<file path="config.mk">
export PLATFORM = sky130hd
export DESIGN_NAME = block_mean_variance_std_top
export DESIGN_NICKNAME = d
export VERILOG_FILES = /design/src/bmvs_pkg.sv /design/src/block_mean_variance_std_top.sv /design/src/bmvs_unit.sv /design/src/bmvs_outreg.sv
export SDC_FILE = /design/constraint.sdc
export NUM_CORES = 2
export LEC_CHECK = 0
export ABC_AREA = 1
export BUFFER_PORTS_ARGS = -buffer_cell sky130_fd_sc_hd__buf_2
export CAP_MARGIN = 15
export CORE_UTILIZATION = 36
export CTS_CLUSTER_SIZE = 8
export DETAILED_ROUTE_END_ITERATION = 10
export GPL_ROUTABILITY_DRIVEN = 0
export GPL_TIMING_DRIVEN = 0
export PLACE_DENSITY_LB_ADDON = 0.25
export SKIP_CTS_REPAIR_TIMING = 1
export SLEW_MARGIN = 20
export SYNTH_ARGS = -nofsm -noshare
export SYNTH_HDL_FRONTEND = slang
export SYNTH_SLANG_ARGS = --single-unit
</file>
<file path="constraint.sdc">
create_clock -name clk -period 10.5 [get_ports clk]
set_clock_uncertainty 0.1 [all_clocks]
set_input_delay 1.05 -clock clk [delete_from_list [all_inputs] [get_ports clk]]
set_output_delay 1.05 -clock clk [all_outputs]
set_load 0.01 [all_outputs]
</file>
<file path="src/bmvs_pkg.sv">
package bmvs_pkg;

  localparam int MAX_SAMPLES = 4096;

  localparam int SAMPLE_W = 16;
  localparam int CNT_W    = $clog2(MAX_SAMPLES + 1);
  localparam int SUM_W    = SAMPLE_W + $clog2(MAX_SAMPLES);
  localparam int SQ_W     = 2 * SAMPLE_W - 1 + $clog2(MAX_SAMPLES);
  localparam int MUL_W    = SUM_W;
  localparam int NUM_W    = 2 * SUM_W;
  localparam int IT_W     = $clog2(NUM_W);

  localparam int MEAN_W   = 16;
  localparam int VAR_W    = 32;
  localparam int STD_W    = 16;
  localparam int COUNT_W  = 13;
  localparam int STATUS_W = 2;

  localparam int ROOT_STEPS = VAR_W / 2;

  localparam int OP_W = 2;
  localparam logic [OP_W-1:0] OP_MUL = 2'd0;
  localparam logic [OP_W-1:0] OP_ADD = 2'd1;
  localparam logic [OP_W-1:0] OP_SUB = 2'd2;

  localparam logic [STATUS_W-1:0] ST_OK    = 2'd0;
  localparam logic [STATUS_W-1:0] ST_SHORT = 2'd1;
  localparam logic [STATUS_W-1:0] ST_DROP  = 2'd2;

  typedef struct packed {
    logic [OP_W-1:0]  op;
    logic [NUM_W-1:0] a;
    logic [NUM_W-1:0] b;
    logic [MUL_W-1:0] ma;
    logic [MUL_W-1:0] mb;
  } unit_req_t;

  typedef struct packed {
    logic [NUM_W-1:0] y;
    logic             ge;
  } unit_rsp_t;

  typedef struct packed {
    logic [MEAN_W-1:0]   mean;
    logic [VAR_W-1:0]    variance;
    logic [STD_W-1:0]    std_dev;
    logic [COUNT_W-1:0]  sample_count;
    logic [STATUS_W-1:0] status;
  } result_t;

endpackage

</file>
<file path="src/block_mean_variance_std_top.sv">
// Block statistics over signed Q1.15 samples: each block ends on a sample
// with in_last set, and then one transaction gives the mean (truncated toward
// zero), the sample variance in Q2.30 units, its floor square root in Q1.15
// units, the count of samples used and a status (1 for fewer than two samples,
// 2 when samples beyond 4096 were dropped). All arithmetic runs on one shared
// multiply, add and subtract unit under a sequencer, so the block takes one
// sample at a time: a sample below the limit that does not end a block holds
// the input through accept, square and two accumulations. A closing sample
// then runs two 56-step restoring divisions and a 16-step square root on the
// shared subtracter; a block of one sample runs only the mean division. A
// finished result waits in an output register, so the next block may start
// while it is still stalled.
module block_mean_variance_std_top (
  input  logic               clk,
  input  logic               rst_n,
  input  logic               in_valid,
  output logic               in_stall,
  input  logic signed [15:0] in_sample,
  input  logic               in_last,
  output logic               out_valid,
  input  logic               out_stall,
  output logic signed [15:0] out_mean,
  output logic [31:0]        out_variance,
  output logic [15:0]        out_std_dev,
  output logic [12:0]        out_sample_count,
  output logic [1:0]         out_status
);

  localparam int SW = bmvs_pkg::SAMPLE_W;
  localparam int CW = bmvs_pkg::CNT_W;
  localparam int UW = bmvs_pkg::SUM_W;
  localparam int QW = bmvs_pkg::SQ_W;
  localparam int MW = bmvs_pkg::MUL_W;
  localparam int NW = bmvs_pkg::NUM_W;
  localparam int IW = bmvs_pkg::IT_W;
  localparam int VW = bmvs_pkg::VAR_W;

  localparam logic [4:0] S_IDLE   = 5'd0;
  localparam logic [4:0] S_SQ     = 5'd1;
  localparam logic [4:0] S_ADDSQ  = 5'd2;
  localparam logic [4:0] S_ADDSUM = 5'd3;
  localparam logic [4:0] S_MAG    = 5'd4;
  localparam logic [4:0] S_DIVM   = 5'd5;
  localparam logic [4:0] S_MEAN   = 5'd6;
  localparam logic [4:0] S_NLO    = 5'd7;
  localparam logic [4:0] S_NHI    = 5'd8;
  localparam logic [4:0] S_SHADD  = 5'd9;
  localparam logic [4:0] S_MAGSQ  = 5'd10;
  localparam logic [4:0] S_SUBB   = 5'd11;
  localparam logic [4:0] S_NM1    = 5'd12;
  localparam logic [4:0] S_DEN    = 5'd13;
  localparam logic [4:0] S_DIVV   = 5'd14;
  localparam logic [4:0] S_VAR    = 5'd15;
  localparam logic [4:0] S_SQRT   = 5'd16;
  localparam logic [4:0] S_OUT    = 5'd17;

  logic [4:0]    state_r, state_nxt;
  logic [SW-1:0] smp_r, smp_nxt;
  logic          last_r, last_nxt;
  logic [UW-1:0] sum_r, sum_nxt;
  logic [QW-1:0] sumsq_r, sumsq_nxt;
  logic [CW-1:0] cnt_r, cnt_nxt;
  logic          ovf_r, ovf_nxt;
  logic [NW-1:0] p_r, p_nxt;
  logic [NW-1:0] acc_r, acc_nxt;
  logic [NW-1:0] dvs_r, dvs_nxt;
  logic [NW-1:0] dvd_r, dvd_nxt;
  logic [NW-1:0] rem_r, rem_nxt;
  logic [UW-1:0] mag_r, mag_nxt;
  logic [IW-1:0] it_r, it_nxt;
  logic [15:0]   mean_r, mean_nxt;
  logic [VW-1:0] var_r, var_nxt;
  logic [VW-1:0] root_r, root_nxt;
  logic [VW-1:0] v_r, v_nxt;

  bmvs_pkg::unit_req_t req;
  bmvs_pkg::unit_rsp_t rsp;
  bmvs_pkg::result_t   res;
  bmvs_pkg::result_t   res_q;

  logic          load_out;
  logic          ob_free;
  logic [SW:0]   smp_ext;
  logic [SW:0]   smp_abs;
  logic [NW-1:0] sum_sx;
  logic [NW-1:0] smp_sx;
  logic [NW-1:0] rem_sh;
  logic [UW-1:0] mag_sel;
  logic [VW-1:0] sq_bit;
  logic [VW-1:0] var_sat;

  bmvs_unit u_unit (
    .req (req),
    .rsp (rsp)
  );

  assign smp_ext = {smp_r[SW-1], smp_r};
  assign smp_abs = smp_r[SW-1] ? ((SW+1)'(0) - smp_ext) : smp_ext;
  assign sum_sx  = {{(NW-UW){sum_r[UW-1]}}, sum_r};
  assign smp_sx  = {{(NW-SW){smp_r[SW-1]}}, smp_r};
  assign rem_sh  = {rem_r[NW-2:0], dvd_r[NW-1]};
  assign mag_sel = sum_r[UW-1] ? rsp.y[UW-1:0] : sum_r;
  assign sq_bit  = VW'(1) << {it_r, 1'b0};
  assign var_sat = ((dvd_r >> VW) != '0) ? '1 : dvd_r[VW-1:0];

  assign in_stall = (state_r != S_IDLE);

  always_comb begin
    state_nxt = state_r;
    smp_nxt   = smp_r;
    last_nxt  = last_r;
    sum_nxt   = sum_r;
    sumsq_nxt = sumsq_r;
    cnt_nxt   = cnt_r;
    ovf_nxt   = ovf_r;
    p_nxt     = p_r;
    acc_nxt   = acc_r;
    dvs_nxt   = dvs_r;
    dvd_nxt   = dvd_r;
    rem_nxt   = rem_r;
    mag_nxt   = mag_r;
    it_nxt    = it_r;
    mean_nxt  = mean_r;
    var_nxt   = var_r;
    root_nxt  = root_r;
    v_nxt     = v_r;
    load_out  = 1'b0;
    req       = '0;
    req.op    = bmvs_pkg::OP_ADD;

    case (state_r)
      S_IDLE: begin
        if (in_valid) begin
          smp_nxt  = in_sample;
          last_nxt = in_last;
          if (cnt_r < CW'(bmvs_pkg::MAX_SAMPLES)) begin
            state_nxt = S_SQ;
          end else begin
            ovf_nxt   = 1'b1;
            state_nxt = in_last ? S_MAG : S_IDLE;
          end
        end
      end
      S_SQ: begin
        req.op    = bmvs_pkg::OP_MUL;
        req.ma    = MW'(smp_abs);
        req.mb    = MW'(smp_abs);
        p_nxt     = rsp.y;
        state_nxt = S_ADDSQ;
      end
      S_ADDSQ: begin
        req.op    = bmvs_pkg::OP_ADD;
        req.a     = NW'(sumsq_r);
        req.b     = p_r;
        sumsq_nxt = rsp.y[QW-1:0];
        state_nxt = S_ADDSUM;
      end
      S_ADDSUM: begin
        req.op    = bmvs_pkg::OP_ADD;
        req.a     = sum_sx;
        req.b     = smp_sx;
        sum_nxt   = rsp.y[UW-1:0];
        cnt_nxt   = cnt_r + 1'b1;
        state_nxt = last_r ? S_MAG : S_IDLE;
      end
      S_MAG: begin
        req.op    = bmvs_pkg::OP_SUB;
        req.a     = '0;
        req.b     = sum_sx;
        mag_nxt   = mag_sel;
        dvd_nxt   = NW'(mag_sel);
        dvs_nxt   = NW'(cnt_r);
        rem_nxt   = '0;
        it_nxt    = IW'(NW - 1);
        state_nxt = S_DIVM;
      end
      S_DIVM, S_DIVV: begin
        req.op  = bmvs_pkg::OP_SUB;
        req.a   = rem_sh;
        req.b   = dvs_r;
        rem_nxt = rsp.ge ? rsp.y : rem_sh;
        dvd_nxt = {dvd_r[NW-2:0], rsp.ge};
        if (it_r == '0) begin
          state_nxt = (state_r == S_DIVM) ? S_MEAN : S_VAR;
        end else begin
          it_nxt = it_r - 1'b1;
        end
      end
      S_MEAN: begin
        req.op = bmvs_pkg::OP_SUB;
        req.a  = '0;
        req.b  = dvd_r;
        if (cnt_r == '0) begin
          mean_nxt = '0;
        end else begin
          mean_nxt = sum_r[UW-1] ? rsp.y[15:0] : dvd_r[15:0];
        end
        if (cnt_r < CW'(2)) begin
          var_nxt   = '0;
          root_nxt  = '0;
          state_nxt = S_OUT;
        end else begin
          state_nxt = S_NLO;
        end
      end
      S_NLO: begin
        req.op    = bmvs_pkg::OP_MUL;
        req.ma    = MW'(cnt_r);
        req.mb    = sumsq_r[MW-1:0];
        acc_nxt   = rsp.y;
        state_nxt = S_NHI;
      end
      S_NHI: begin
        req.op    = bmvs_pkg::OP_MUL;
        req.ma    = MW'(cnt_r);
        req.mb    = MW'(sumsq_r >> MW);
        p_nxt     = rsp.y;
        state_nxt = S_SHADD;
      end
      S_SHADD: begin
        req.op    = bmvs_pkg::OP_ADD;
        req.a     = acc_r;
        req.b     = p_r << MW;
        acc_nxt   = rsp.y;
        state_nxt = S_MAGSQ;
      end
      S_MAGSQ: begin
        req.op    = bmvs_pkg::OP_MUL;
        req.ma    = mag_r;
        req.mb    = mag_r;
        p_nxt     = rsp.y;
        state_nxt = S_SUBB;
      end
      S_SUBB: begin
        req.op    = bmvs_pkg::OP_SUB;
        req.a     = acc_r;
        req.b     = p_r;
        acc_nxt   = rsp.ge ? rsp.y : '0;
        state_nxt = S_NM1;
      end
      S_NM1: begin
        req.op    = bmvs_pkg::OP_SUB;
        req.a     = NW'(cnt_r);
        req.b     = NW'(1);
        dvs_nxt   = rsp.y;
        state_nxt = S_DEN;
      end
      S_DEN: begin
        req.op    = bmvs_pkg::OP_MUL;
        req.ma    = MW'(cnt_r);
        req.mb    = dvs_r[MW-1:0];
        dvs_nxt   = rsp.y;
        dvd_nxt   = acc_r;
        rem_nxt   = '0;
        it_nxt    = IW'(NW - 1);
        state_nxt = S_DIVV;
      end
      S_VAR: begin
        var_nxt   = var_sat;
        v_nxt     = var_sat;
        root_nxt  = '0;
        it_nxt    = IW'(bmvs_pkg::ROOT_STEPS - 1);
        state_nxt = S_SQRT;
      end
      S_SQRT: begin
        req.op = bmvs_pkg::OP_SUB;
        req.a  = NW'(v_r);
        req.b  = NW'(root_r | sq_bit);
        if (rsp.ge) begin
          v_nxt    = rsp.y[VW-1:0];
          root_nxt = (root_r >> 1) | sq_bit;
        end else begin
          root_nxt = root_r >> 1;
        end
        if (it_r == '0) begin
          state_nxt = S_OUT;
        end else begin
          it_nxt = it_r - 1'b1;
        end
      end
      S_OUT: begin
        if (ob_free) begin
          load_out  = 1'b1;
          sum_nxt   = '0;
          sumsq_nxt = '0;
          cnt_nxt   = '0;
          ovf_nxt   = 1'b0;
          state_nxt = S_IDLE;
        end
      end
      default: begin
        state_nxt = S_IDLE;
      end
    endcase
  end

  always_ff @(posedge clk) begin
    if (!rst_n) begin
      state_r <= S_IDLE;
      sum_r   <= '0;
      sumsq_r <= '0;
      cnt_r   <= '0;
      ovf_r   <= 1'b0;
    end else begin
      state_r <= state_nxt;
      sum_r   <= sum_nxt;
      sumsq_r <= sumsq_nxt;
      cnt_r   <= cnt_nxt;
      ovf_r   <= ovf_nxt;
    end
    smp_r  <= smp_nxt;
    last_r <= last_nxt;
    p_r    <= p_nxt;
    acc_r  <= acc_nxt;
    dvs_r  <= dvs_nxt;
    dvd_r  <= dvd_nxt;
    rem_r  <= rem_nxt;
    mag_r  <= mag_nxt;
    it_r   <= it_nxt;
    mean_r <= mean_nxt;
    var_r  <= var_nxt;
    root_r <= root_nxt;
    v_r    <= v_nxt;
  end

  always_comb begin
    res.mean         = mean_r;
    res.variance     = var_r;
    res.std_dev      = root_r[bmvs_pkg::STD_W-1:0];
    res.sample_count = bmvs_pkg::COUNT_W'(cnt_r);
    if (cnt_r < CW'(2)) begin
      res.status = bmvs_pkg::ST_SHORT;
    end else if (ovf_r) begin
      res.status = bmvs_pkg::ST_DROP;
    end else begin
      res.status = bmvs_pkg::ST_OK;
    end
  end

  bmvs_outreg u_outreg (
    .clk       (clk),
    .rst_n     (rst_n),
    .load      (load_out),
    .res_in    (res),
    .out_stall (out_stall),
    .out_valid (out_valid),
    .res_out   (res_q),
    .free      (ob_free)
  );

  assign out_mean         = res_q.mean;
  assign out_variance     = res_q.variance;
  assign out_std_dev      = res_q.std_dev;
  assign out_sample_count = res_q.sample_count;
  assign out_status       = res_q.status;

`ifndef SYNTHESIS
  // The running count never passes the sample limit.
  a_cnt_limit: assert property (@(posedge clk) disable iff (!rst_n)
    cnt_r <= CW'(bmvs_pkg::MAX_SAMPLES))
    else $error("sample count above limit");

  // A sample taken below the limit is counted exactly once.
  a_cnt_step: assert property (@(posedge clk) disable iff (!rst_n)
    (in_valid && !in_stall && cnt_r < CW'(bmvs_pkg::MAX_SAMPLES))
    |-> ##4 (cnt_r == CW'($past(cnt_r, 4) + 1'b1)))
    else $error("accepted sample not counted");

  // Handing a result to the output register clears the block state.
  a_clear: assert property (@(posedge clk) disable iff (!rst_n)
    load_out |=> (cnt_r == '0 && sum_r == '0 && sumsq_r == '0 && !ovf_r))
    else $error("block state not cleared after result");

  // A short block reports zero variance and zero deviation.
  a_short: assert property (@(posedge clk) disable iff (!rst_n)
    (out_valid && out_status == bmvs_pkg::ST_SHORT)
    |-> (out_variance == '0 && out_std_dev == '0))
    else $error("short block with nonzero spread");
`endif

endmodule

</file>
<file path="src/bmvs_unit.sv">
module bmvs_unit (
  input  bmvs_pkg::unit_req_t req,
  output bmvs_pkg::unit_rsp_t rsp
);

  logic [bmvs_pkg::NUM_W-1:0] prod;
  logic [bmvs_pkg::NUM_W:0]   diff;

  assign prod = bmvs_pkg::NUM_W'(req.ma) * bmvs_pkg::NUM_W'(req.mb);
  assign diff = {1'b0, req.a} - {1'b0, req.b};

  always_comb begin
    case (req.op)
      bmvs_pkg::OP_MUL: begin
        rsp.y  = prod;
        rsp.ge = 1'b0;
      end
      bmvs_pkg::OP_ADD: begin
        rsp.y  = req.a + req.b;
        rsp.ge = 1'b0;
      end
      bmvs_pkg::OP_SUB: begin
        rsp.y  = diff[bmvs_pkg::NUM_W-1:0];
        rsp.ge = ~diff[bmvs_pkg::NUM_W];
      end
      default: begin
        rsp.y  = '0;
        rsp.ge = 1'b0;
      end
    endcase
  end

endmodule

</file>
<file path="src/bmvs_outreg.sv">
module bmvs_outreg (
  input  logic                clk,
  input  logic                rst_n,
  input  logic                load,
  input  bmvs_pkg::result_t   res_in,
  input  logic                out_stall,
  output logic                out_valid,
  output bmvs_pkg::result_t   res_out,
  output logic                free
);

  logic              valid_r;
  logic              valid_nxt;
  bmvs_pkg::result_t res_r;

  assign free      = ~valid_r | ~out_stall;
  assign valid_nxt = load | (valid_r & out_stall);

  always_ff @(posedge clk) begin
    if (!rst_n) begin
      valid_r <= 1'b0;
    end else begin
      valid_r <= valid_nxt;
    end
    if (load) begin
      res_r <= res_in;
    end
  end

  assign out_valid = valid_r;
  assign res_out   = res_r;

endmodule

</file>
==> run summary <==
Post-synth EDFFs: 520
final worst setup slack: -30.0 ps
Die X: 430 microns
GRT Residual Overflow: 0
worst min path class: flip-flop to flip-flop
final net count: 10.1k
Post-Synth XOR/XNOR Area: 0.186%
global-route met2 utilization: 46.9%
Fmax achieved: 95.0 MHz
largest family of logic cells by synthesized area: adder cells
starting density of the core: 36.3%
Final min period: 10530 ps
post-synthesis cell type count: 63
I/O Buffers: 101
Seq cells post-synth: 611
syn_nets: 9909
DP Wirelength: 247 mm
first-iteration detailed-routing DRC count: 9355
pre-CTS setup slack: -420 ps
Register-to-Register Path Depth: 33
Final ANT Viol Nets: 0
failing checks: setup timing
multiplexer share of the synthesized area: 0%
Die Ht: 430 microns
Max FO, Critical Path: 10
Hold Startpoint: var_r[2]
P_leak: 0.0370 uW
busiest grt layer: met2
GRT Total Usage: 31.5%
Net Sw Power: 6000 uW
hold path depth: 0
Req. time, crit path: 10800 ps
CTS Buf Count: 87
number of global-route vias before repair: 60.8k
Worst-Skew Late Latency: 720 ps
clock network power share: 23.2%
asr flop ratio synth: 0%
relative slew slack: 9.35%
Top Family by Delay on Critical Path: adder cells
Max VDD drop: 0.000131 V
# setup viols final: 2
vias: 63.6k
Post-Syn Instances: 8885
first-pass GRT wire length: 419 mm
Crit path largest cell delay: 640 ps
vias per std cell: 5.51
root buffer cell: clkbuf_16
Crit. End Element: flip-flop
Reg power frac: 25.1%
drt wl/cell: 25.7 microns
most used flip-flop cell after synthesis: edfxtp_1
clk sinks: 611
Avg Inst Size Synth: 7.41 sq um
Crit Reg-Reg Startpoint: state_r[3]
Syn. warnings: 0
dpl cell area: 69700 sq um
Seq/Total Area, Yosys: 26.5%
status: complete, but fails checks
synthesized area: 65900 sq um
Comb pwr share: 51.7%
clk buf depth: 3
Reg clk slew, reported paths: 60 ps
Layout area overhead: 10.5%
GR Util met1: 38.3%
Worst-Margin Slew: 1350 ps
CP Buf/Inv Count: 10
Final period util: 100%
share of layout cells above drive strength 1: 5.83%
WP data arrival: 10830 ps
max-cap viol count: 0
post-route cell area: 72800 sq um
largest net degree at the start of global routing: 55
Post-Synth Simple-Gate Area: 24.6%
Placement Rows: 156
routed wire length: 297 mm
reg2reg end: rem_r[41]
H-tree levels: 3
switching share of total power: 50.5%
Slowest cell on crit path: o211ai_2
first drt pass iteration count: 11
Int Power: 5890 uW
R2R setup slack: -30 ps
CTS tree: built
max-slew violation count: 0
I/O Pins: 102
critical path class: flip-flop to flip-flop
die footprint: 185000 sq um
WHS Endpoint: u_outreg.res_out[33]
Final Hold Vio Count: 0
Most Frequent Cell on Critical Path: fa_1
DR DRC count: 0
GR Util met3: 9.51%
Worst setup SP type: flip-flop
adder-cell area share of the yosys netlist: 26.8%
Compound-Gate Fraction of Synth Area: 7.79%
Core Area: 181000 sq um
initial antenna violation count: 22
PwrDens: 163 nW/um^2
## worst reg2reg max path: cells and delay by family, from the launching register on
kind / cells / cell delay (ps)
AOI/OAI and AO/OA: 2 / 1020
DFF: 1 / 380
adders and majority gates: 8 / 4140
buffers and inverters: 10 / 1430
and+or+nand+nor: 13 / 3200
## cell type report
cell class	instances	area, sq um
clock inverter	9	248
buffer	315	1390
clock buffer	148	2430
timing repair buffer	124	843
multi-input combinational	5829	39400
sequential	611	17400
inverter	2130	8010
antenna	11	27.5
tap	2370	2970
fill	18800	109000
## power groups by stage
stage	combinational [uW]	sequential [uW]	clock, uW
final	6140	2990	2760
after CTS	5750	2980	2750
after detailed placement	5710	3020	0
after global routing	6390	2990	2840
after floorplan	3410	2970	0
after global placement	5640	3030	0
## cell usage in the layout, fill, tap and decap left out, types with 9 or more instances in the layout
| cell | netlist | final |
|---|---|---|
| o2111ai_1 | 9 | 9 |
| nor2_1 | 852 | 850 |
| buf_4 | 9 | 17 |
| a21oi_1 | 322 | 322 |
| fa_1 | 676 | 676 |
| edfxtp_1 | 520 | 520 |
| diode_2 | 0 | 11 |
| buf_1 | 33 | 28 |
| o21ai_1 | 30 | 32 |
| clkbuf_16 | 0 | 87 |
| buf_2 | 111 | 212 |
| nor3_1 | 79 | 73 |
| a22o_1 | 26 | 26 |
| and2_1 | 16 | 16 |
| clkbuf_1 | 157 | 208 |
| o21ai_0 | 238 | 235 |
| nand3b_1 | 17 | 17 |
| ha_1 | 327 | 327 |
| a221oi_1 | 39 | 36 |
| nand2_2 | 7 | 13 |
| clkbuf_2 | 4 | 16 |
| o221ai_1 | 24 | 24 |
| o211ai_1 | 16 | 16 |
| inv_1 | 2062 | 2059 |
| nand2_1 | 2346 | 2334 |
| nand3_1 | 453 | 441 |
| nand3_2 | 19 | 28 |
| o22ai_1 | 60 | 60 |
| a22oi_1 | 36 | 36 |
| or2_2 | 12 | 12 |
| nor4_1 | 25 | 16 |
| nand4_1 | 89 | 89 |
| xor2_1 | 11 | 11 |
| inv_2 | 58 | 58 |
| o21bai_1 | 23 | 23 |
| nor4_2 | 2 | 10 |
| dfxtp_1 | 91 | 91 |
## registers in the layout, summed over array words and instances (netlist names)
name and flops:
acc_r 56, cnt_r 13, dvd_r 56, dvs_r 56, it_r 6, last_r 1, mag_r 28, mean_r 16
ovf_r 1, p_r 56, rem_r 55, root_r 31, smp_r 16, state_r 5, sum_r 28, sumsq_r 43
u_outreg.out_valid 1, u_outreg.res_out 79, v_r 32, var_r 32
## cell usage after synthesis, types with 23 or more instances
library cell     n  area (sq um)
a21oi_1        322          1610
a221oi_1        39           342
a22o_1          26           228
a22oi_1         36           270
buf_1           33           124
buf_2          111           556
clkbuf_1       157           589
dfxtp_1         91          1820
edfxtp_1       520         15600
fa_1           676         13500
ha_1           327          4090
inv_1         2062          7740
inv_2           58           218
nand2_1       2346          8810
nand3_1        453          2270
nand4_1         89           557
nor2_1         852          3200
nor3_1          79           395
nor4_1          25           156
o21ai_0        238          1190
o21ai_1         30           150
o21bai_1        23           173
o221ai_1        24           210
o22ai_1         60           375
## cells by family (layout without fill, tap and decap cells)
logic type                 count (synthesis)  in the layout
and+or+nand+nor                         3942           3942
other                                      0             11
xor gates and xnor gates                  14             14
adders and majority gates               1003           1003
DFF                                      611            611
buffers and inverters                   2445           2726
AOI/OAI and AO/OA                        870            870
## metal layers
metal | vias up | wire, microns
met1 | 30300 | 106000
li1 | 27700 | -
met3 | 1184 | 38100
met5 | - | 343
met4 | 16 | 28600
met2 | 4476 | 124000
## worst max-delay path by stage
stage,endpoint,slack (ps),from,cells past startpoint
finish,rem_r[41],-30,state_r[3],33
detailed placement,rem_r[37],-420,state_r[0],38
CTS,rem_r[37],-480,state_r[0],38
global route,rem_r[40],-7,state_r[0],38
global placement,rem_r[37],-960,state_r[0],34
floorplan,rem_r[36],2930,smp_r[1],39
## per-stage QoR
stage	power, uW	setup TNS (ps)	hold WS (ps)	utilization [%]	std cells
after floorplan	6370	0	300	-	8885
after global placement	8680	-70400	303	38.2	11400
after detailed placement	8730	-7120	305	38.5	11400
after CTS	11500	-9450	293	39.9	11500
after global routing	12200	-11.1	320	40.1	11500
final	11900	-43.3	305	40.1	11500
Note: power is estimated with default switching activity, not from simulation.
